**src/rtl/core/lpht_pkg.sv**
```systemverilog
`timescale 1ns / 1ps
// ----------------------------------------------------------------------------
// Linear probe hash table package
// Shared types, codes and defaults for the hash table core.
// ----------------------------------------------------------------------------
package lpht_pkg;

    localparam int TABLE_SLOTS_DEF = 256;
    localparam int VALUE_BITS_DEF  = 32;

    localparam int KEY_BITS    = 64;
    localparam int DIGIT_BITS  = 8;
    localparam int HOME_STEPS  = KEY_BITS / DIGIT_BITS;
    localparam int HOME_STEP_W = $clog2(HOME_STEPS);

    localparam int COUNT_BITS = 9;
    localparam logic [COUNT_BITS-1:0] LOAD_LIMIT_RESET = 9'd180;

    typedef enum logic [1:0] {
        ACT_INSERT = 2'd0,
        ACT_REMOVE = 2'd1,
        ACT_LOOKUP = 2'd2
    } action_t;

    typedef enum logic [1:0] {
        ST_OK     = 2'd0,
        ST_MISS   = 2'd1,
        ST_FULL   = 2'd2,
        ST_BADKEY = 2'd3
    } status_t;

    typedef enum logic [1:0] {
        ENG_IDLE,
        ENG_HOME,
        ENG_PROBE,
        ENG_RESP
    } eng_state_t;

    typedef struct packed {
        logic [1:0]          action;
        logic [KEY_BITS-1:0] item_key;
        logic [31:0]         item_value;
    } in_item_t;

    typedef struct packed {
        status_t               status;
        logic [31:0]           found_value;
        logic [COUNT_BITS-1:0] entry_count_out;
    } out_item_t;

    typedef struct packed {
        logic used;
        logic tomb;
    } slot_flags_t;

    typedef struct packed {
        logic rd_en;
        logic flag_we;
        logic entry_we;
    } mem_ctrl_t;

endpackage

```
**src/rtl/core/lpht_engine.sv**
```systemverilog
`timescale 1ns / 1ps
// ----------------------------------------------------------------------------
// Probe engine
// Sequences one operation at a time: home slot, linear probe through the
// slot store one slot per cycle, write back, and result.
// ----------------------------------------------------------------------------
module lpht_engine #(
    parameter int TABLE_SLOTS = lpht_pkg::TABLE_SLOTS_DEF,
    parameter int VALUE_BITS  = lpht_pkg::VALUE_BITS_DEF
) (
    input  logic                                aclk,
    input  logic                                aresetn,
    input  logic                                in_valid,
    output logic                                in_ready,
    input  lpht_pkg::in_item_t                  in_item,
    input  logic [lpht_pkg::COUNT_BITS-1:0]     load_limit,
    input  logic                                clearing,
    output logic                                home_start,
    input  logic [$clog2(TABLE_SLOTS)-1:0]      home_idx,
    input  logic                                home_done,
    output lpht_pkg::mem_ctrl_t                 ctrl,
    output logic [$clog2(TABLE_SLOTS)-1:0]      rd_addr,
    output logic [$clog2(TABLE_SLOTS)-1:0]      wr_addr,
    output lpht_pkg::slot_flags_t               wr_flags,
    output logic [lpht_pkg::KEY_BITS-1:0]       wr_key,
    output logic [VALUE_BITS-1:0]               wr_value,
    input  lpht_pkg::slot_flags_t               rd_flags,
    input  logic [lpht_pkg::KEY_BITS-1:0]       rd_key,
    input  logic [VALUE_BITS-1:0]               rd_value,
    output logic                                res_valid,
    input  logic                                res_ready,
    output lpht_pkg::out_item_t                 res_item
);

    localparam int IDX_W = $clog2(TABLE_SLOTS);
    localparam logic [IDX_W-1:0] LAST_IDX = IDX_W'(TABLE_SLOTS - 1);

    lpht_pkg::eng_state_t            state_reg;
    lpht_pkg::eng_state_t            state_next;
    logic [1:0]                      act_reg;
    logic [lpht_pkg::KEY_BITS-1:0]   key_reg;
    logic [VALUE_BITS-1:0]           val_reg;
    logic [IDX_W-1:0]                idx_reg;
    logic [IDX_W-1:0]                n_reg;
    logic [lpht_pkg::COUNT_BITS-1:0] count_reg;
    lpht_pkg::status_t               status_reg;
    logic [31:0]                     found_reg;

    logic             accept;
    logic             bad_key;
    logic             limit_hit;
    logic             is_insert;
    logic             is_remove;
    logic             key_hit;
    logic             slot_free;
    logic             chain_end;
    logic             last_slot;
    logic             probe_done;
    logic [IDX_W-1:0] idx_step;

    assign accept    = in_valid && in_ready;
    assign bad_key   = (in_item.item_key == '0);
    assign limit_hit = (in_item.action == lpht_pkg::ACT_INSERT) && (count_reg >= load_limit);

    assign is_insert = (act_reg == lpht_pkg::ACT_INSERT);
    assign is_remove = (act_reg == lpht_pkg::ACT_REMOVE);
    // Keys of slots that were never written are only compared when used is set.
    assign key_hit   = rd_flags.used && (rd_key == key_reg);
    assign slot_free = !rd_flags.used;
    assign chain_end = !rd_flags.used && !rd_flags.tomb;
    assign last_slot = (n_reg == LAST_IDX);
    assign idx_step  = (idx_reg == LAST_IDX) ? '0 : idx_reg + 1'b1;

    always_comb begin
        if (is_insert) begin
            probe_done = slot_free || last_slot;
        end else begin
            probe_done = key_hit || chain_end || last_slot;
        end
    end

    always_comb begin
        state_next = state_reg;
        unique case (state_reg)
            lpht_pkg::ENG_IDLE: begin
                if (accept) begin
                    if (bad_key || limit_hit) begin
                        state_next = lpht_pkg::ENG_RESP;
                    end else begin
                        state_next = lpht_pkg::ENG_HOME;
                    end
                end
            end
            lpht_pkg::ENG_HOME: begin
                if (home_done) begin
                    state_next = lpht_pkg::ENG_PROBE;
                end
            end
            lpht_pkg::ENG_PROBE: begin
                if (probe_done) begin
                    state_next = lpht_pkg::ENG_RESP;
                end
            end
            lpht_pkg::ENG_RESP: begin
                if (res_ready) begin
                    state_next = lpht_pkg::ENG_IDLE;
                end
            end
            default: state_next = lpht_pkg::ENG_IDLE;
        endcase
    end

    // The write back happens in the last probe cycle, with no read in flight,
    // and the next operation cannot read before that write has landed.
    always_comb begin
        in_ready      = 1'b0;
        home_start    = 1'b0;
        ctrl          = '0;
        rd_addr       = idx_step;
        wr_addr       = idx_reg;
        wr_flags      = '0;
        wr_key        = key_reg;
        wr_value      = val_reg;
        res_valid     = 1'b0;
        unique case (state_reg)
            lpht_pkg::ENG_IDLE: begin
                in_ready   = !clearing;
                home_start = accept && !bad_key && !limit_hit;
            end
            lpht_pkg::ENG_HOME: begin
                rd_addr    = home_idx;
                ctrl.rd_en = home_done;
            end
            lpht_pkg::ENG_PROBE: begin
                ctrl.rd_en = !probe_done;
                if (probe_done && is_insert && slot_free) begin
                    ctrl.flag_we  = 1'b1;
                    ctrl.entry_we = 1'b1;
                    wr_flags.used = 1'b1;
                end else if (probe_done && is_remove && key_hit) begin
                    ctrl.flag_we  = 1'b1;
                    wr_flags.tomb = 1'b1;
                end
            end
            lpht_pkg::ENG_RESP: begin
                res_valid = 1'b1;
            end
            default: begin
                res_valid = 1'b0;
            end
        endcase
    end

    always_ff @(posedge aclk) begin
        if (!aresetn) begin
            state_reg <= lpht_pkg::ENG_IDLE;
            count_reg <= '0;
        end else begin
            state_reg <= state_next;
            if (state_reg == lpht_pkg::ENG_PROBE && probe_done) begin
                if (is_insert && slot_free) begin
                    count_reg <= count_reg + 1'b1;
                end else if (is_remove && key_hit && count_reg != '0) begin
                    count_reg <= count_reg - 1'b1;
                end
            end
        end
    end

    always_ff @(posedge aclk) begin
        unique case (state_reg)
            lpht_pkg::ENG_IDLE: begin
                if (accept) begin
                    act_reg   <= in_item.action;
                    key_reg   <= in_item.item_key;
                    val_reg   <= VALUE_BITS'(in_item.item_value);
                    found_reg <= '0;
                    if (bad_key) begin
                        status_reg <= lpht_pkg::ST_BADKEY;
                    end else begin
                        status_reg <= lpht_pkg::ST_FULL;
                    end
                end
            end
            lpht_pkg::ENG_HOME: begin
                idx_reg <= home_idx;
                n_reg   <= '0;
            end
            lpht_pkg::ENG_PROBE: begin
                if (!probe_done) begin
                    idx_reg <= idx_step;
                    n_reg   <= n_reg + 1'b1;
                end else if (is_insert) begin
                    status_reg <= slot_free ? lpht_pkg::ST_OK : lpht_pkg::ST_FULL;
                end else if (key_hit) begin
                    status_reg <= lpht_pkg::ST_OK;
                    found_reg  <= 32'(rd_value);
                end else begin
                    status_reg <= lpht_pkg::ST_MISS;
                end
            end
            lpht_pkg::ENG_RESP: begin
                found_reg <= found_reg;
            end
            default: begin
                found_reg <= found_reg;
            end
        endcase
    end

    assign res_item.status          = status_reg;
    assign res_item.found_value     = found_reg;
    assign res_item.entry_count_out = count_reg;

endmodule

```
**config.mk**
```make
export PLATFORM = sky130hd
export DESIGN_NAME = lpht_engine
export DESIGN_NICKNAME = d
export VERILOG_FILES = /design/src/rtl/core/lpht_pkg.sv /design/src/rtl/core/lpht_engine.sv
export SDC_FILE = /design/constraint.sdc
export NUM_CORES = 1
export LEC_CHECK = 0
export ABC_CLOCK_PERIOD_IN_PS = 4800
export BUFFER_PORTS_ARGS = -buffer_cell sky130_fd_sc_hd__buf_2
export CORE_AREA = 2 2 149 151
export CTS_BUF_LIST = sky130_fd_sc_hd__clkbuf_4 sky130_fd_sc_hd__clkbuf_8
export DETAILED_ROUTE_END_ITERATION = 7
export DIE_AREA = 0 0 151 153
export HOLD_SLACK_MARGIN = 0.02
export RECOVER_POWER = 25
export SLEW_MARGIN = 20
export SYNTH_ARGS = -nofsm -noshare
export SYNTH_HDL_FRONTEND = slang
export SYNTH_SLANG_ARGS = --single-unit
```
**constraint.sdc**
```tcl
create_clock -name aclk -period 4.8 [get_ports aclk]
set_input_delay 0.48 -clock aclk [delete_from_list [all_inputs] [get_ports aclk]]
set_output_delay 0.48 -clock aclk [all_outputs]
set_load 0.02 [all_outputs]
```
=== Yosys cells after proc, flatten, opt, wreduce, memory -nomap -nowiden ===
Index checks and enable logic that the tools add are counted.

* Memory bits (writable): 0
* Flip-flop bits (word level): 159
* Input port bits: 219
* ROM bits: 0
* Memories kept: 0
* Latch bits: 0

* Multiply operators: 0
* Divide/modulo/power cells: 0
* Shift-type cells: 0
* Equal/unequal tests: 14
* Mux-type cells: 37
* $add $sub $neg: 4
* Reduce and logical (&&, ||, !) cells: 38
* Magnitude comparators: 1
* Bitwise operators: 0

{| class="wikitable"
|+ Operators by type and width
! kind !! count
|-
| $mux 32 || 4
|-
| $eq 64x64->1 || 1
|-
| $logic_not 64->1 || 1
|-
| $pmux 32 s2 || 1
|-
| $mux 8 || 4
|-
| $pmux 8 s2 || 2
|-
| $mux 2 || 11
|-
| $mux 9 || 2
|-
| $add 8x1->8 const B || 2
|-
| $eq 8x8->1 const B || 2
|-
| $logic_and 1x1->1 || 14
|-
| $ne 2x2->1 const B || 7
|-
| $mux 1 || 10
|-
| $add 9x1->9 const B || 1
|-
| $ge 9x9->1 || 1
|-
| $reduce_bool 9->1 || 1
|-
| $sub 9x1->9 const B || 1
|-
| $pmux 2 s4 || 1
|-
| $logic_not 1->1 || 6
|-
| $logic_not 2->1 || 3
|-
| $reduce_and 2->1 || 3
|-
| $reduce_bool 2->1 || 3
|-
| $reduce_and 5->1 || 1
|-
| $eq 2x1->1 const B || 2
|-
| other kinds (6) || 10
|}

=== Depth between registers and ports, before layout ===
* Word-level depth: 10
* Mapped depth: 11
* Depth with buffers taken out: 11

=== Least setup slack after synthesis ===
Ideal clock, no wire load.

* Path kind: input port to flip-flop
* Start point: input rd_key[6] in the netlist's numbering
* End point: register found_reg[0] (enable)
* Path slack: 0.931 ns
* Data arrival time: 3.434 ns
* Stages on the path: 6
* Data required time: 4.364 ns
* Library setup time: 0.436 ns
* Buffers on the path: 0
* Path through: nor2b_1 > a2111o_1 > or3_4 > nor4_4 > nand3_1 > a22oi_1

* Longest elaborated chain between the ends: 7

{| class="wikitable"
|+ RTL lines
! element !! line !! text
|-
| start: declaration || lpht_engine.sv:28 || <nowiki>input logic [lpht_pkg::KEY_BITS-1:0] rd_key,</nowiki>
|-
| $eq 64x64->1 * || lpht_engine.sv:68 || <nowiki>assign key_hit = rd_flags.used && (rd_key == key_reg);</nowiki>
|-
| $logic_and 1x1->1 * || lpht_engine.sv:68 ||
|-
| $logic_or 1x1->1 (2 in series) || lpht_engine.sv:78 || <nowiki>probe_done = key_hit || chain_end || last_slot;</nowiki>
|-
| $mux 1 || lpht_engine.sv:75 || <nowiki>if (is_insert) begin</nowiki>
|-
| $ne 2x2->1 (no line) || n/a ||
|-
| $reduce_and 5->1 (no line) * || n/a ||
|-
| end signal: assignment || lpht_engine.sv:197 || <nowiki>found_reg <= 32'(rd_value);</nowiki>
|-
| end signal: assignment || lpht_engine.sv:203 || <nowiki>found_reg <= found_reg;</nowiki>
|-
| end signal: assignment || lpht_engine.sv:206 || <nowiki>found_reg <= found_reg;</nowiki>
|-
| end: declaration || lpht_engine.sv:47 || <nowiki>logic [31:0] found_reg;</nowiki>
|}

Mark *: on every way between the ends. The rest lies on a longest branch, timed or not.
A chain may end at the register's enable or synchronous reset.

==> flow_metrics.tcl <==
set metrics [dict create \
    post-place-ws_ns 1.60 \
    largest_register_ffs 64 \
    synth-main-ff-cell "edfxtp_1" \
    syn_nets 803 \
    critPathMaxFanout 4 \
    final_cell_mix "309 x buf_2, 148 x edfxtp_1, 70 x clkbuf_1" \
    hold_path_depth 1 \
    ys_seq_elements 159 \
    tns_ns 0 \
    reg2regPathDepth 7 \
    cts.root.buffer_cell "clkbuf_8" \
    ys.warnings.count 0 \
    cts_sinks 159 \
    drtIter0Drc 241 \
    routed-via-count 5989 \
    clk_latency_ns 0.46 \
    routed_wl_um 24900 \
    fmax_mhz 291 \
    postSynthAreaPerCell_um2 13.3 \
    cts_tree "built" \
    drt-vias-per-instance 4.81 \
    drcViolationCount 0 \
    worst_pin_slew_ns 0.977 \
    vdd_drop_max_mv 0.169 \
    grt_pass1_wl_um 35500 \
    ys_async_sr_fraction_pct 0 \
    min_period_ns 3.44 \
    grtUsageTotal_pct 21.2 \
    slew_headroom_pct 34.8 \
    start_kind "register" \
    min_path_type "in -> reg" \
    grt_setup_unrepaired "false" \
    cp.required_ns 4.32 \
    antenna_found_initial 2 \
    min_from "in_item[31]" \
    grt_max_degree 76 \
    port_buffers 381 \
    grt-ovfl-total 0 \
    cp.arrival_ns 2.96 \
    final_max_slew_viol_count 0 \
    post_cts_buffers 0 \
    status "completed" \
    n_antenna_cell 0 \
    synthCells 561 \
    p_leak_nw 4.10 \
    die_h_um 153 \
    drtPass1Iterations 4 \
    hpwl_um 20500 \
    layout_commonest_cell "buf_2" \
    r2r_end "found_reg[13]" \
    drive_above_1_share_pct 38.3 \
    rr_startpoint "wr_key[60]" \
    dp_cells 1214 \
    ios 382 \
    setup_viol 0 \
    period_share_pct 71.7 \
    whs_endpoint "wr_value[31]" \
    wl_per_cell_um 20.0 \
    final_cells 1246 \
    cts.repair.resized 0 \
    std_cell_rows 54 \
    synth.cell_area_um2 7440 \
    cts_htree_levels 4 \
    floorplan.initialDensity_pct 34.6 \
    die-area_um2 23100 \
    fin_util_pct 46.5 \
    end_kind "output pin" \
    ant_nets 0 \
    seq_area_frac_synth_pct 62.7 \
    hold_violations 0 \
    die_w_um 151 \
    crit_type "reg -> out" \
    area_growth_syn_to_layout_pct 34.1 \
    cts_buffer_depth 2 \
    power_density_nw_per_um2 418 \
    worst_slack_ns 1.36 \
    synth_cell_types 55 \
    whs_ns 0.183 \
    grt_pass1_vias 5858 \
    core_area_um2 21500 \
    synth-edff-count 148 \
    reg2reg_setup_slack_ns 1.73 \
    clkTransAtPathRegs_ns 0.11 \
    hold_buffers 0 \
    layout.nets 1195 \
    gp_congestion 0.845 \
    finClkSkew_ns 0.0208 \
    cts_buffers 17 \
    maxCapViolCount 0 \
]
-- cells by family after synthesis --
family | count (synthesis) | synth area share [%]
buffers and inverters | 37 | 2.02
DFF | 159 | 62.7
muxes | 16 | 2.37
xor gates and xnor gates | 75 | 8.83
AOI/OAI and AO/OA | 49 | 4.47
adders and majority gates | 23 | 3.97
and+or+nand+nor | 202 | 15.7
-- layout make-up --
class	instances	area [um2]
well taps	280	350
fillers	2063	11500
inverters	26	100
clock inverters	15	159
flip-flops and latches	159	4660
multi-input cells	365	2630
repair buffers	384	1840
clock buffers	17	234
-- how the worst max path moves through the flow --
stage | start | to | slack [ns] | cells after the start
3_3_place_gp | rd_key[60] | found_reg[21] | 1.69 | 8
5_1_grt | wr_key[60] | ctrl[2] | 1.16 | 8
2_1_floorplan | rd_key[6] | found_reg[0] | 0.93 | 6
3_5_place_dp | rd_key[60] | found_reg[12] | 1.60 | 8
6_report | wr_key[60] | ctrl[2] | 1.36 | 8
4_1_cts | wr_key[60] | ctrl[2] | 1.30 | 8
-- worst max-delay path, cell delays in order, from the launching register on --
cell	delay [ns]
edfxtp_1	0.43
xnor2_1	0.53
nand4_1	0.20
or3_4	0.37
nor4_4	0.30
nand3_1	0.24
nand2_1	0.15
a21boi_0	0.11
buf_2	0.17
-- Yosys cell counts (all sizes together) (3+ instances only) --
cell / n / area, um2
o31ai: 4 / 30.0
nand4: 16 / 100
a31oi: 3 / 18.8
dfxtp: 11 / 220
nand3: 17 / 85.1
edfxtp: 148 / 4440
inv: 26 / 97.6
and2: 40 / 250
a211oi: 3 / 22.5
and3: 6 / 37.5
ha: 22 / 275
or3: 3 / 23.8
o21bai: 3 / 22.5
xnor2: 35 / 307
mux2: 13 / 146
nor2: 25 / 93.8
nor4: 33 / 228
nor2b: 14 / 87.6
nand2b: 3 / 18.8
o21ai: 11 / 55.1
clkbuf: 9 / 33.8
a21oi: 6 / 30.0
xor2: 40 / 350
nand2: 25 / 93.8
mux2i: 3 / 30.0
nor3: 7 / 35.0
a22oi: 3 / 22.5
-- report_power, final --
group / leakage [nW] / internal [W] / switching [W]
sequential: 1.47 / 0.00181 / 0.000129
combinational: 2.43 / 0.000428 / 0.000790
clock: 0.198 / 0.000436 / 0.000586
-- metrics by stage --
| step | power [W] | cell area [um2] |
|---|---|---|
| floorplan | 0.00271 | 7440 |
| global route | 0.00439 | 9980 |
| global placement | 0.00320 | 9680 |
| CTS | 0.00423 | 10100 |
| detailed placement | 0.00321 | 9680 |
| finish | 0.00418 | 9980 |
-- metal layers --
layer,GRT usage (%),up-vias,routed length [um]
met5,0,-,13
met4,6.01,2,417
met3,5.28,21,2030
met2,36.9,286,12300
met1,26.0,2809,10100
li1,-,2871,-
Note: power is estimated with default switching activity, not from simulation.
