`src/rtl/core/lpht_pkg.sv`:
```
`timescale 1ns / 1ps
// ----------------------------------------------------------------------------
// Linear probe hash table package
// Shared types, codes and defaults for the hash table core.
// ----------------------------------------------------------------------------
package lpht_pkg;

    localparam int TABLE_SLOTS_DEF = 256;
    localparam int VALUE_BITS_DEF  = 32;

    localparam int KEY_BITS    = 64;
    localparam int DIGIT_BITS  = 8;
    localparam int HOME_STEPS  = KEY_BITS / DIGIT_BITS;
    localparam int HOME_STEP_W = $clog2(HOME_STEPS);

    localparam int COUNT_BITS = 9;
    localparam logic [COUNT_BITS-1:0] LOAD_LIMIT_RESET = 9'd180;

    typedef enum logic [1:0] {
        ACT_INSERT = 2'd0,
        ACT_REMOVE = 2'd1,
        ACT_LOOKUP = 2'd2
    } action_t;

    typedef enum logic [1:0] {
        ST_OK     = 2'd0,
        ST_MISS   = 2'd1,
        ST_FULL   = 2'd2,
        ST_BADKEY = 2'd3
    } status_t;

    typedef enum logic [1:0] {
        ENG_IDLE,
        ENG_HOME,
        ENG_PROBE,
        ENG_RESP
    } eng_state_t;

    typedef struct packed {
        logic [1:0]          action;
        logic [KEY_BITS-1:0] item_key;
        logic [31:0]         item_value;
    } in_item_t;

    typedef struct packed {
        status_t               status;
        logic [31:0]           found_value;
        logic [COUNT_BITS-1:0] entry_count_out;
    } out_item_t;

    typedef struct packed {
        logic used;
        logic tomb;
    } slot_flags_t;

    typedef struct packed {
        logic rd_en;
        logic flag_we;
        logic entry_we;
    } mem_ctrl_t;

endpackage

```
`src/rtl/core/lpht_home.sv`:
```
`timescale 1ns / 1ps
// ----------------------------------------------------------------------------
// Home slot unit
// Computes key modulo the slot count. A power-of-two table takes the low
// key bits; any other size reduces the key one byte per cycle.
// ----------------------------------------------------------------------------
module lpht_home #(
    parameter int TABLE_SLOTS = lpht_pkg::TABLE_SLOTS_DEF
) (
    input  logic                          aclk,
    input  logic                          aresetn,
    input  logic                          start,
    input  logic [lpht_pkg::KEY_BITS-1:0] key,
    output logic [$clog2(TABLE_SLOTS)-1:0] home_idx,
    output logic                          done
);

    localparam int IDX_W = $clog2(TABLE_SLOTS);

    generate
        if ((TABLE_SLOTS & (TABLE_SLOTS - 1)) == 0) begin : g_pow2
            logic [IDX_W-1:0] home_reg;
            logic             done_reg;

            always_ff @(posedge aclk) begin
                if (!aresetn) begin
                    done_reg <= 1'b0;
                end else begin
                    done_reg <= start;
                end
            end

            always_ff @(posedge aclk) begin
                if (start) begin
                    home_reg <= key[IDX_W-1:0];
                end
            end

            assign home_idx = home_reg;
            assign done     = done_reg;
        end else begin : g_divide
            localparam logic [IDX_W:0] SLOTS_V = (IDX_W + 1)'(TABLE_SLOTS);
            localparam logic [lpht_pkg::HOME_STEP_W-1:0] LAST_STEP =
                lpht_pkg::HOME_STEP_W'(lpht_pkg::HOME_STEPS - 1);

            logic [IDX_W-1:0]                   rem_reg;
            logic [IDX_W-1:0]                   rem_next;
            logic [lpht_pkg::KEY_BITS-1:0]      shift_reg;
            logic [lpht_pkg::HOME_STEP_W-1:0]   step_reg;
            logic                               busy_reg;
            logic                               done_reg;
            logic [IDX_W:0]                     trial;

            // Restoring reduction over the top byte of the remaining key.
            always_comb begin
                rem_next = rem_reg;
                trial    = '0;
                for (int b = lpht_pkg::DIGIT_BITS - 1; b >= 0; b--) begin
                    trial = {rem_next, shift_reg[lpht_pkg::KEY_BITS - lpht_pkg::DIGIT_BITS + b]};
                    if (trial >= SLOTS_V) begin
                        trial = trial - SLOTS_V;
                    end
                    rem_next = trial[IDX_W-1:0];
                end
            end

            always_ff @(posedge aclk) begin
                if (!aresetn) begin
                    busy_reg <= 1'b0;
                    done_reg <= 1'b0;
                end else begin
                    done_reg <= 1'b0;
                    if (start) begin
                        busy_reg <= 1'b1;
                    end else if (busy_reg && step_reg == LAST_STEP) begin
                        busy_reg <= 1'b0;
                        done_reg <= 1'b1;
                    end
                end
            end

            always_ff @(posedge aclk) begin
                if (start) begin
                    rem_reg   <= '0;
                    shift_reg <= key;
                    step_reg  <= '0;
                end else if (busy_reg) begin
                    rem_reg   <= rem_next;
                    shift_reg <= shift_reg << lpht_pkg::DIGIT_BITS;
                    step_reg  <= step_reg + 1'b1;
                end
            end

            assign home_idx = rem_reg;
            assign done     = done_reg;
        end
    endgenerate

endmodule

```
`config.mk`:
```
export PLATFORM = sky130hd
export DESIGN_NAME = lpht_home
export DESIGN_NICKNAME = d
export VERILOG_FILES = /design/src/rtl/core/lpht_pkg.sv /design/src/rtl/core/lpht_home.sv
export SDC_FILE = /design/constraint.sdc
export NUM_CORES = 1
export LEC_CHECK = 0
export BUFFER_PORTS_ARGS = -buffer_cell sky130_fd_sc_hd__buf_4
export CORE_MARGIN = 2
export CORE_UTILIZATION = 20
export DETAILED_ROUTE_END_ITERATION = 10
export PLACE_DENSITY = 0.9
export SETUP_SLACK_MARGIN = 0.02
export SLEW_MARGIN = 20
export SYNTH_ARGS = -nofsm -noshare
export SYNTH_HDL_FRONTEND = slang
export SYNTH_SLANG_ARGS = --single-unit
```
`constraint.sdc`:
```
create_clock -name aclk -period 1.01 [get_ports aclk]
set_input_delay 0.202 -clock aclk [delete_from_list [all_inputs] [get_ports aclk]]
set_output_delay 0.202 -clock aclk [all_outputs]
set_load 0.05 [all_outputs]
```
=== Word level (Yosys, flattened, before mapping) ===
Index checks and enable logic that the tools add are counted.

* Bits in registers: 9
* Latch bits: 0
* Memory bits (writable): 0
* Bits in read-only memories: 0
* Output and inout bits: 9
* Memories: 0

* $add $sub $neg: 0
* Multipliers: 0
* Div/mod/pow operators: 0
* Magnitude comparators: 0
* Eq/ne operators: 0
* Shift-type cells: 0
* Multiplexer cells: 0
* Bitwise logic cells: 0
* Reductions and logical operators: 0

=== Longest topological paths before layout ===
Gate-level depths: netlist of run 1.

* Depth in word-level cells: 0
* Depth in mapped cells: 1

=== Worst setup path after synthesis of run 1 ===
Ideal clock, no wire load.

* Path kind: flip-flop to output port
* Start point: register g_pow2.home_reg[0] (netlist: home_idx[0])
* End point: output port home_idx[0]
* Data arrival time: 601 ps
* Path slack: 207 ps
* Stages on the path, launching flop included: 1
* Cells stage by stage: edfxtp_1

{| class="wikitable"
|+ RTL lines
! element !! RTL line !! source
|-
| from (decl) || lpht_home.sv:22 || <nowiki>logic [IDX_W-1:0] home_reg;</nowiki>
|-
| from (signal assigned) || lpht_home.sv:35 || <nowiki>home_reg <= key[IDX_W-1:0];</nowiki>
|-
| to (decl) || lpht_home.sv:14 || <nowiki>output logic [$clog2(TABLE_SLOTS)-1:0] home_idx,</nowiki>
|}

No word-level cell between the ends.

=== Worst setup path in the final report of run 1 ===
* Start point: register g_pow2.home_reg[4] (netlist: home_idx[4])
* End point: output port home_idx[4]

No word-level cell between the ends.

==> summary.txt, run 1 <==
Status
  • Status: complete, but fails checks
  • Failing checks: negative setup slack

GRT
  • Largest net degree at the start of global routing: 10
  • Vias in the first global route: around 170
  • Initial antenna violation count: 0
  • GRT Util Overall: a little over 7%
  • First-pass GRT wire length: roughly 720 um
  • GRT overflow: 0

STA
  • Slew headroom: 92.6%
  • Hold Slack: between 100 and 150 ps
  • Worst Tran Pin Value: about 110 ps
  • Setup_tns: -19.4 ps
  • RSZ-0062 raised after global routing: yes
  • FMAX: 0.977 GHz
  • Fin crit share: 101%
  • Minimum clock period: 1020 ps
  • Number of hold violations in the final report: 0
  • Slew Limit Fails: 0
  • Finish-stage setup viols: 3
  • Final Worst Setup Slack: -14.0 ps

Drt
  • DRC viols: 0
  • DR vias: approximately 170
  • Iteration-0 DRC Markers: 5
  • Total Wirelength: about 500 um
  • Vias/cell: roughly 3.6
  • DRT antenna net count: 0
  • Pre-Repair DR Iteration Count: 2
  • Wirelength per Cell: roughly 10 um

Worst setup path
  • Max stage delay on crit path: ~400 ps
  • Critical path depth: 1
  • Crit path max fanout: 1
  • WP data arrival: a little over 800 ps
  • Bufs and invs on worst path: 1
  • Worst Setup Path Type: flop to output port
  • Crit path max-delay cell type: edfxtp_1
  • Crit start category: flop
  • Critical path endpoint category: output port
  • CP startpoint: home_idx[4]
  • Family with the most delay on the worst path: flip-flops
  • Crit path to: home_idx[4]
  • CP required: ~810 ps
  • Cell Chain, Critical Path: buf_6

Cells and area
  • Area of the multi-input gates: between 6 and 7 um^2
  • Layout cell share with drive strength beyond 1: 66.7%
  • Reg area: between 200 and 300 um^2
  • Nets: just over 100
  • Ant. Diodes: 0
  • Non-Filler Instances: 48
  • Final core utilization: 38.5%
  • Syn-to-layout area delta: 83.1%
  • Layout filler cell count: 135
  • Max reg flops: 8

Clocking
  • CTS root buffer: clkbuf_4
  • Htree depth: 1
  • # Post-CTS Setup Buffers: 0
  • Register clock-pin slew on the reported worst setup and hold paths: ~60 ps
  • Total clock sinks: 9
  • Clk buf depth: 2
  • CTS tree: yes
  • Total CTS buffers: 3

Synth
  • Gate Count Post-Synth: 10
  • Synthesized Nets: 77
  • Synth top area share: 90.1%
  • Post-synth cell types: 3
  • EDFF count, synth: 8
  • Cell Area, Synth: between 200 and 300 um^2
  • Post-synth top cells: edfxtp_1, and2_1, dfxtp_1
  • Synthesized area per cell: 26.7 um^2
  • Area contributors post-synth: edfxtp_1, dfxtp_1, and2_1
  • Yosys reg bits: 9
  • Synth Flop Type: edfxtp_1
  • Ys Warns: 0
  • Sequential share of the synthesized area: 97.7%
  • Post-synth top area cell: edfxtp_1
  • Post-synth ARST share: 0%
  • Most frequent cell after synthesis: edfxtp_1

Pwr
  • Sw frac: 26.4%
  • Clock network power share: between 20% and 30%
  • Psw: 0.238 mW
  • P_int: 0.664 mW
  • Leak pwr: about 0.21 nW
  • Total Power: 0.902 mW
  • Max IR drop VDD: a little under 0.0008 V
  • Combinational Power Share: 21.4%
  • Pwr per Cell Area: 1850 mW/mm^2
  • Flop pwr share: approximately half

Floorplanning
  • FP Rows: 13
  • Die area: between 0.0015 and 0.002 mm^2
  • Starting density of the core: 21.0%
  • Die height: 40.5 um
  • Core ar.: ~0.0013 mm^2
  • Ports: 76
  • Die width: 40.5 um

Placed design
  • GPL Wtd Cong: 0.551
  • Dpl cells: 44
  • Port Buffers: 19

Job
  • Maxcap violations: 0

Min path
  • WHS Path Cells: 1
  • Worst Hold Class: input port to flop
per-stage QoR:
step | cell area (um^2) | worst slack, ps
after global routing | 488 | -40.3
after detailed placement | 428 | 232
after global placement | 428 | 245
after floorplan | 267 | 207
after CTS | 484 | -32.6
final | 488 | -14.0
layout make-up:
class	count	area share, %
Tap cell	15	3.85
Clock buffer	4	5.38
Timing Repair Buffer	19	36.2
Multi-Input combinational cell	1	1.28
Sequential cell	9	53.3
metal layers:
layer	global-route usage (%)	wire [um]	up-vias
li1	-	-	84
met1	11.1	241	68
met2	7.94	167	20
met3	2.22	88	0
met4	5.00	0	0
met5	0	0	-
power by group through the flow:
stage | clock (mW) | sequential (mW) | combinational [mW]
detailed placement | 0 | 0.455 | 0.178
floorplan | 0 | 0.552 | 0.00127
CTS | 0.267 | 0.452 | 0.193
global placement | 0 | 0.455 | 0.176
finish | 0.258 | 0.452 | 0.193
global route | 0.280 | 0.455 | 0.201
kinds of logic after synthesis:
group | after synthesis | synth area share, %
and+or+nand+nor | 1 | 2.35
DFF | 9 | 97.7
cells in the final DEF (no fill, tap or decap), drive strengths merged:
cell,synthesis,routed
buf,0,19
edfxtp,8,8
clkbuf,0,4
and2,1,1
dfxtp,1,1
how the worst min path moves through the flow:
stage	end	slack [ps]	startpoint
after global placement	home_idx[6]	380	key[6]
after floorplan	home_idx[0]	300	key[0]
final	home_idx[3]	120	key[3]
after CTS	home_idx[6]	120	key[6]
after detailed placement	home_idx[6]	380	key[6]
after global routing	home_idx[6]	120	key[6]
repair_timing:
action,4_1_cts,5_1_grt
hold buffers,0,0
gates resized for setup,8,1
endpoints found under the setup margin,8,9
Note: power is estimated with default switching activity, not from simulation.
==> run 2: changes to the inputs <==
==> constraint.sdc (replaced) <==
create_clock -name aclk -period 1.3 [get_ports aclk]
set_input_delay 0.26 -clock aclk [delete_from_list [all_inputs] [get_ports aclk]]
set_output_delay 0.26 -clock aclk [all_outputs]
set_load 0.05 [all_outputs]
==> summary.txt, run 2 (synthesis gave the netlist of run 1 again) <==
Worst setup path
  • Max stage delay on crit path: 380 ps (-20 ps)
  • Crit start category: flop
  • CP required: 1040 ps (+230 ps)
  • Crit path to: home_idx[4]
  • Crit path max fanout: 1 (unchanged)
  • CP startpoint: home_idx[4]
  • Cell Chain, Critical Path: buf_4
  • Worst Setup Path Type: flop to output port
  • Critical path depth: 1 (unchanged)
  • Bufs and invs on worst path: 1 (unchanged)
  • Critical path endpoint category: output port
  • WP data arrival: 840 ps (+20 ps)
  • Family with the most delay on the worst path: flip-flops
  • Crit path max-delay cell type: edfxtp_1

STA
  • Slew headroom: 90.1% (-2.5 points)
  • Fin crit share: between 80% and 90%
  • FMAX: ~0.91 GHz
  • Worst Tran Pin Value: 149 ps (+39.0 ps)
  • Number of hold violations in the final report: 0 (unchanged)
  • Setup_tns: 0 ps (+19.4 ps)
  • RSZ-0062 raised after global routing: no
  • Slew Limit Fails: 0 (unchanged)
  • Hold Slack: 181 ps (+56.7 ps)
  • Minimum clock period: 1100 ps
  • Finish-stage setup viols: 0 (-3)

Pwr
  • Leak pwr: 0.196 nW (-5.3%)
  • Pwr per Cell Area: 1510 mW/mm^2 (-18%)
  • Max IR drop VDD: 0.000617 V (-22%)

Drt
  • DRC viols: 0 (unchanged)
  • Iteration-0 DRC Markers: 4 (-1)
  • Vias/cell: 3.60 (+0.58%)
  • Wirelength per Cell: 10.5 um (+1.8%)
  • Pre-Repair DR Iteration Count: 3 (+1)
  • Total Wirelength: 506 um (+1.8%)
  • DRT antenna net count: 0 (unchanged)
  • DR vias: 173 (+0.58%)

Status
  • Status: complete, no violations

GRT
  • First-pass GRT wire length: 703 um (-2.0%)
  • Largest net degree at the start of global routing: 10 (unchanged)
  • GRT overflow: 0 (unchanged)
  • Vias in the first global route: 167 (-0.60%)
  • Initial antenna violation count: 0 (unchanged)
  • GRT Util Overall: 7.06% (-0.12 points)

Floorplanning
  • Core ar.: 0.00127 mm^2 (unchanged)
  • Die area: 0.00164 mm^2 (unchanged)
  • Starting density of the core: 21.0% (unchanged)
  • FP Rows: 13 (unchanged)
  • Die height: 40.5 um (unchanged)
  • Ports: 76 (unchanged)
  • Die width: 40.5 um (unchanged)

Cells and area
  • Syn-to-layout area delta: 70.4%
  • Nets: 101 (unchanged)
  • Leading cell type in the layout, fill and taps excluded: buf_4
  • Most frequent cells in the layout: buf_4, edfxtp_1, clkbuf_4
  • Ant. Diodes: 0 (unchanged)
  • Max reg flops: 8 (unchanged)
  • Layout cell share with drive strength beyond 1: 66.7% (unchanged)

Clocking
  • CTS Hold Bufs: 0 (unchanged)
  • CTS tree: yes
  • # Post-CTS Setup Buffers: 0 (unchanged)
  • Clk buf depth: 2 (unchanged)
  • Post-CTS Resized: 0 (-8)
  • Total CTS buffers: 3 (unchanged)
  • Total clock sinks: 9 (unchanged)
  • Htree depth: 1 (unchanged)
  • CTS root buffer: clkbuf_4
  • Register clock-pin slew on the reported worst setup and hold paths: 60 ps (about the same)

Placed design
  • GPL Wtd Cong: 0.551 (unchanged)
  • Port Buffers: 19 (unchanged)

Job
  • Maxcap violations: 0 (unchanged)

Min path
  • Worst Hold Class: input port to flop
==> run 2: cell counts in the layout (fill, tap and decap cells not counted) <==
No cell type changed its count.
==> run 2: per-stage QoR <==
stage | utilization (%) | cell area [um^2] | setup slack, ps | total power [mW] | std cells
floorplan | - | 267 | 439 | 0.430 | 10
global placement | 33.7 | 428 | 477 | 0.490 | 44
detailed placement | 33.7 | 428 | 464 | 0.491 | 44
CTS | 35.8 | 454 | 186 | 0.693 | 48
global route | 35.8 | 454 | 177 | 0.709 | 48
finish | 35.8 | 454 | 201 | 0.685 | 48
==> run 2: area by class of cell <==
class,instances,area (um^2)
Fill cell,132,815
Sequential cell,9,260
Timing Repair Buffer,19,143
Clock buffer,4,26.3
Tap cell,15,18.8
Multi-Input combinational cell,1,6.26
==> run 2: worst min-delay path by stage <==
stage / cells past startpoint / start / slack (ps) / to
global placement: 1 / key[6] / 440 / home_idx[6]
global route: 1 / key[6] / 170 / home_idx[6]
finish: 1 / key[3] / 180 / home_idx[3]
CTS: 1 / key[6] / 170 / home_idx[6]
detailed placement: 1 / key[6] / 440 / home_idx[6]
floorplan: 0 / key[0] / 360 / home_idx[0]
==> run 2: report_power, final <==
part | switching [mW] | internal [mW]
Combinational | 0.0913 | 0.0457
Clock | 0.0838 | 0.117
Sequential | 0.00729 | 0.339
Total | 0.182 | 0.502
==> run 2: layer usage <==
layer	GRT usage (%)	wire, um	vias to the layer above
li1	-	-	83
met3	2.22	99	0
met1	10.8	239	70
met4	5.00	0	0
met5	0	0	-
met2	7.94	168	20
==> run 3: changes to the inputs <==
--- a/config.mk
+++ b/config.mk
@@ -5,11 +5,12 @@
 export SDC_FILE = /design/constraint.sdc
 export NUM_CORES = 1
 export LEC_CHECK = 0
+export ABC_AREA = 1
 export BUFFER_PORTS_ARGS = -buffer_cell sky130_fd_sc_hd__buf_4
 export CORE_MARGIN = 2
-export CORE_UTILIZATION = 20
+export CORE_UTILIZATION = 18
 export DETAILED_ROUTE_END_ITERATION = 10
-export PLACE_DENSITY = 0.9
+export PLACE_DENSITY = 0.82
 export SETUP_SLACK_MARGIN = 0.02
 export SLEW_MARGIN = 20
 export SYNTH_ARGS = -nofsm -noshare
==> constraint.sdc (replaced) <==
create_clock -name aclk -period 1.1 [get_ports aclk]
set_input_delay 0.22 -clock aclk [delete_from_list [all_inputs] [get_ports aclk]]
set_output_delay 0.22 -clock aclk [all_outputs]
set_load 0.05 [all_outputs]
==> summary.txt, run 3 <==
Status
  • Status: complete, no violations

Floorplanning
  • Ports: 76 (unchanged)
  • Die height: 42.6 um (+5.1%)
  • FP Rows: 13 (unchanged)
  • Die width: 42.6 um (+5.1%)
  • Die area: 0.00181 mm^2 (+10%)
  • Starting density of the core: 19.8% (-1.2 points)
  • Core ar.: 0.00135 mm^2 (+6.4%)

Synth
  • Synthesized area per cell: 24.3 um^2 (-8.7%)
  • Post-synthesis xor/xnor area fraction: 0% (unchanged)
  • Largest family of logic cells by synthesized area: buffers and inverters
  • Post-synth ARST share: 0% (unchanged)
  • Synth Flop Type: edfxtp_1
  • Most frequent cell after synthesis: edfxtp_1
  • Synth Area in Simple Gates: 1.40% (-0.95 points)
  • Area contributors post-synth: edfxtp_1, dfxtp_1, inv_1
  • Cell Area, Synth: 268 um^2 (+0.47%)
  • Post-synth top area cell: edfxtp_1
  • Sequential share of the synthesized area: 97.2% (-0.46 points)
  • Ys Warns: 0 (unchanged)
  • EDFF count, synth: 8 (unchanged)
  • Synth top area share: 89.7% (-0.42 points)
  • Gate Count Post-Synth: 11 (+1)
  • Yosys reg bits: 9 (unchanged)
  • Mux cell area share after synthesis: 0% (unchanged)
  • Post-synth top cells: edfxtp_1, dfxtp_1, inv_1, nand2_1
  • Synth Area in Compound Gates: 0% (unchanged)
  • Post-synth cell types: 4 (+1)
  • Synthesized Nets: 78 (+1.3%)
  • Post-Synth Adder-Cell Area: 0% (unchanged)

Worst setup path
  • Crit path max-delay cell type: edfxtp_1
  • CP startpoint: home_idx[0]
  • Crit path max fanout: 1 (unchanged)
  • Cell Chain, Critical Path: buf_6
  • Critical path endpoint category: output port
  • Max stage delay on crit path: 410 ps (+30 ps)
  • Family with the most delay on the worst path: flip-flops
  • CP required: 880 ps (-160 ps)
  • WP data arrival: 840 ps (about the same)
  • Crit start category: flop
  • Worst Setup Path Type: flop to output port
  • Bufs and invs on worst path: 1 (unchanged)

GRT
  • Vias in the first global route: 205 (+23%)
  • GRT Util Overall: 7.33% (+0.27 points)
  • GRT met1 Usage: 9.97% (-0.79 points)
  • First-pass GRT wire length: 897 um (+28%)
  • Met2 track demand over resource: 7.38% (-0.55 points)
  • Largest net degree at the start of global routing: 10 (unchanged)
  • GR peak layer: met1
  • GRT overflow: 0 (unchanged)
  • Global-route met3 utilization: 3.88% (+1.7 points)
  • Initial antenna violation count: 0 (unchanged)

STA
  • Minimum clock period: between 1000 and 1500 ps
  • Fin crit share: slightly below 100%
  • Worst Tran Pin Value: 153 ps (+3.39 ps)
  • Finish-stage setup viols: 0 (unchanged)
  • Number of hold violations in the final report: 0 (unchanged)
  • Slew Limit Fails: 0 (unchanged)
  • FMAX: about 0.94 GHz
  • Slew headroom: 89.9% (-0.22 points)
  • Setup_tns: 0 ps (unchanged)
  • Final Worst Setup Slack: 38.9 ps (-162 ps)
  • RSZ-0062 raised after global routing: yes

Job
  • Maxcap violations: 0 (unchanged)

Min path
  • WHS Path Cells: 1 (unchanged)
  • Beginning of the worst hold path: key[0]
  • Worst Hold Class: input port to flop
  • Hold Path Sink: home_idx[0]

Drt
  • DR vias: 185 (+6.9%)
  • DRT antenna net count: 0 (unchanged)
  • Wirelength per Cell: 11.2 um (+6.5%)
  • Vias/cell: 3.78 (+4.8%)
  • Iteration-0 DRC Markers: 3 (-1)
  • DRC viols: 0 (unchanged)
  • Pre-Repair DR Iteration Count: 2 (-1)
  • Total Wirelength: 550 um (+8.7%)

Clocking
  • Register clock-pin slew on the reported worst setup and hold paths: 60 ps (about the same)
  • Htree depth: 1 (unchanged)
  • CTS root buffer: clkbuf_4
  • Clk buf depth: 2 (unchanged)
  • Total clock sinks: 9 (unchanged)
  • Total CTS buffers: 3 (unchanged)
  • # Post-CTS Setup Buffers: 0 (unchanged)
  • CTS tree: yes

Cells and area
  • Max reg flops: 8 (unchanged)
  • Ant. Diodes: 0 (unchanged)
  • Final core utilization: 34.8% (-0.95 points)
  • Most frequent cells in the layout: buf_4, edfxtp_1, buf_6
  • Layout cell share with drive strength beyond 1: 64.7% (-2.0 points)
  • Nets: 102 (+0.99%)
  • Final instance area: 470 um^2 (+3.6%)
  • Syn-to-layout area delta: 75.7%
  • Leading cell type in the layout, fill and taps excluded: buf_4

Placed design
  • GPL Wtd Cong: 0.696 (+26%)
  • Port Buffers: 19 (unchanged)
  • Post-DP Area: 429 um^2 (+0.29%)
  • Place WS: 314 ps (-150 ps)

Pwr
  • Total Power: 0.825 mW (+20%)
  • Pwr per Cell Area: 1750 mW/mm^2 (+16%)
  • Leak pwr: 0.208 nW (+6.3%)
  • Max IR drop VDD: 0.000620 V (+0.59%)
-- run 3: stage by stage --
stage	hold WS, ps	std cells
4_1_cts	126	49
6_report	140	49
2_1_floorplan	313	11
5_1_grt	121	49
3_5_place_dp	399	45
3_3_place_gp	400	45
-- run 3: per-layer routing --
metal  vias to the layer above  wire length (um)
met3                         2                80
met1                        79               265
met2                        19               197
met5                         -                 0
li1                         85                 -
met4                         0                 6
-- run 3: layout make-up --
cell class / instances / area (um^2)
Clock buffer: 4 / 26.3
Fill cell: 140 / 880
Inverter: 1 / 3.75
Multi-Input combinational cell: 1 / 3.75
Sequential cell: 9 / 260
Tap cell: 15 / 18.8
Timing Repair Buffer: 19 / 158
-- run 3: cell families after synthesis --
group	count (synthesis)
AND/OR/NAND/NOR	1
flip-flops	9
buffers and inverters	1
-- run 3: power by group --
group	internal, mW	switching [mW]
combinational	0.0608	0.109
sequential	0.401	0.0104
clock	0.139	0.104
-- run 3: worst max-delay path by stage --
| stage | slack, ps | cells after the start | to |
|---|---|---|---|
| 2_1_floorplan | 280 | 0 | home_idx[0] |
| 3_3_place_gp | 320 | 1 | home_idx[0] |
| 3_5_place_dp | 310 | 1 | home_idx[5] |
| 4_1_cts | 30 | 1 | home_idx[5] |
| 5_1_grt | 10 | 1 | home_idx[0] |
| 6_report | 40 | 1 | home_idx[0] |
-- run 3: what timing repair did --
action	4_1_cts	5_1_grt
resized for setup	0	4
setup endpoints to repair	0	4
endpoints found under the hold margin	0	0
hold buffers	0	0
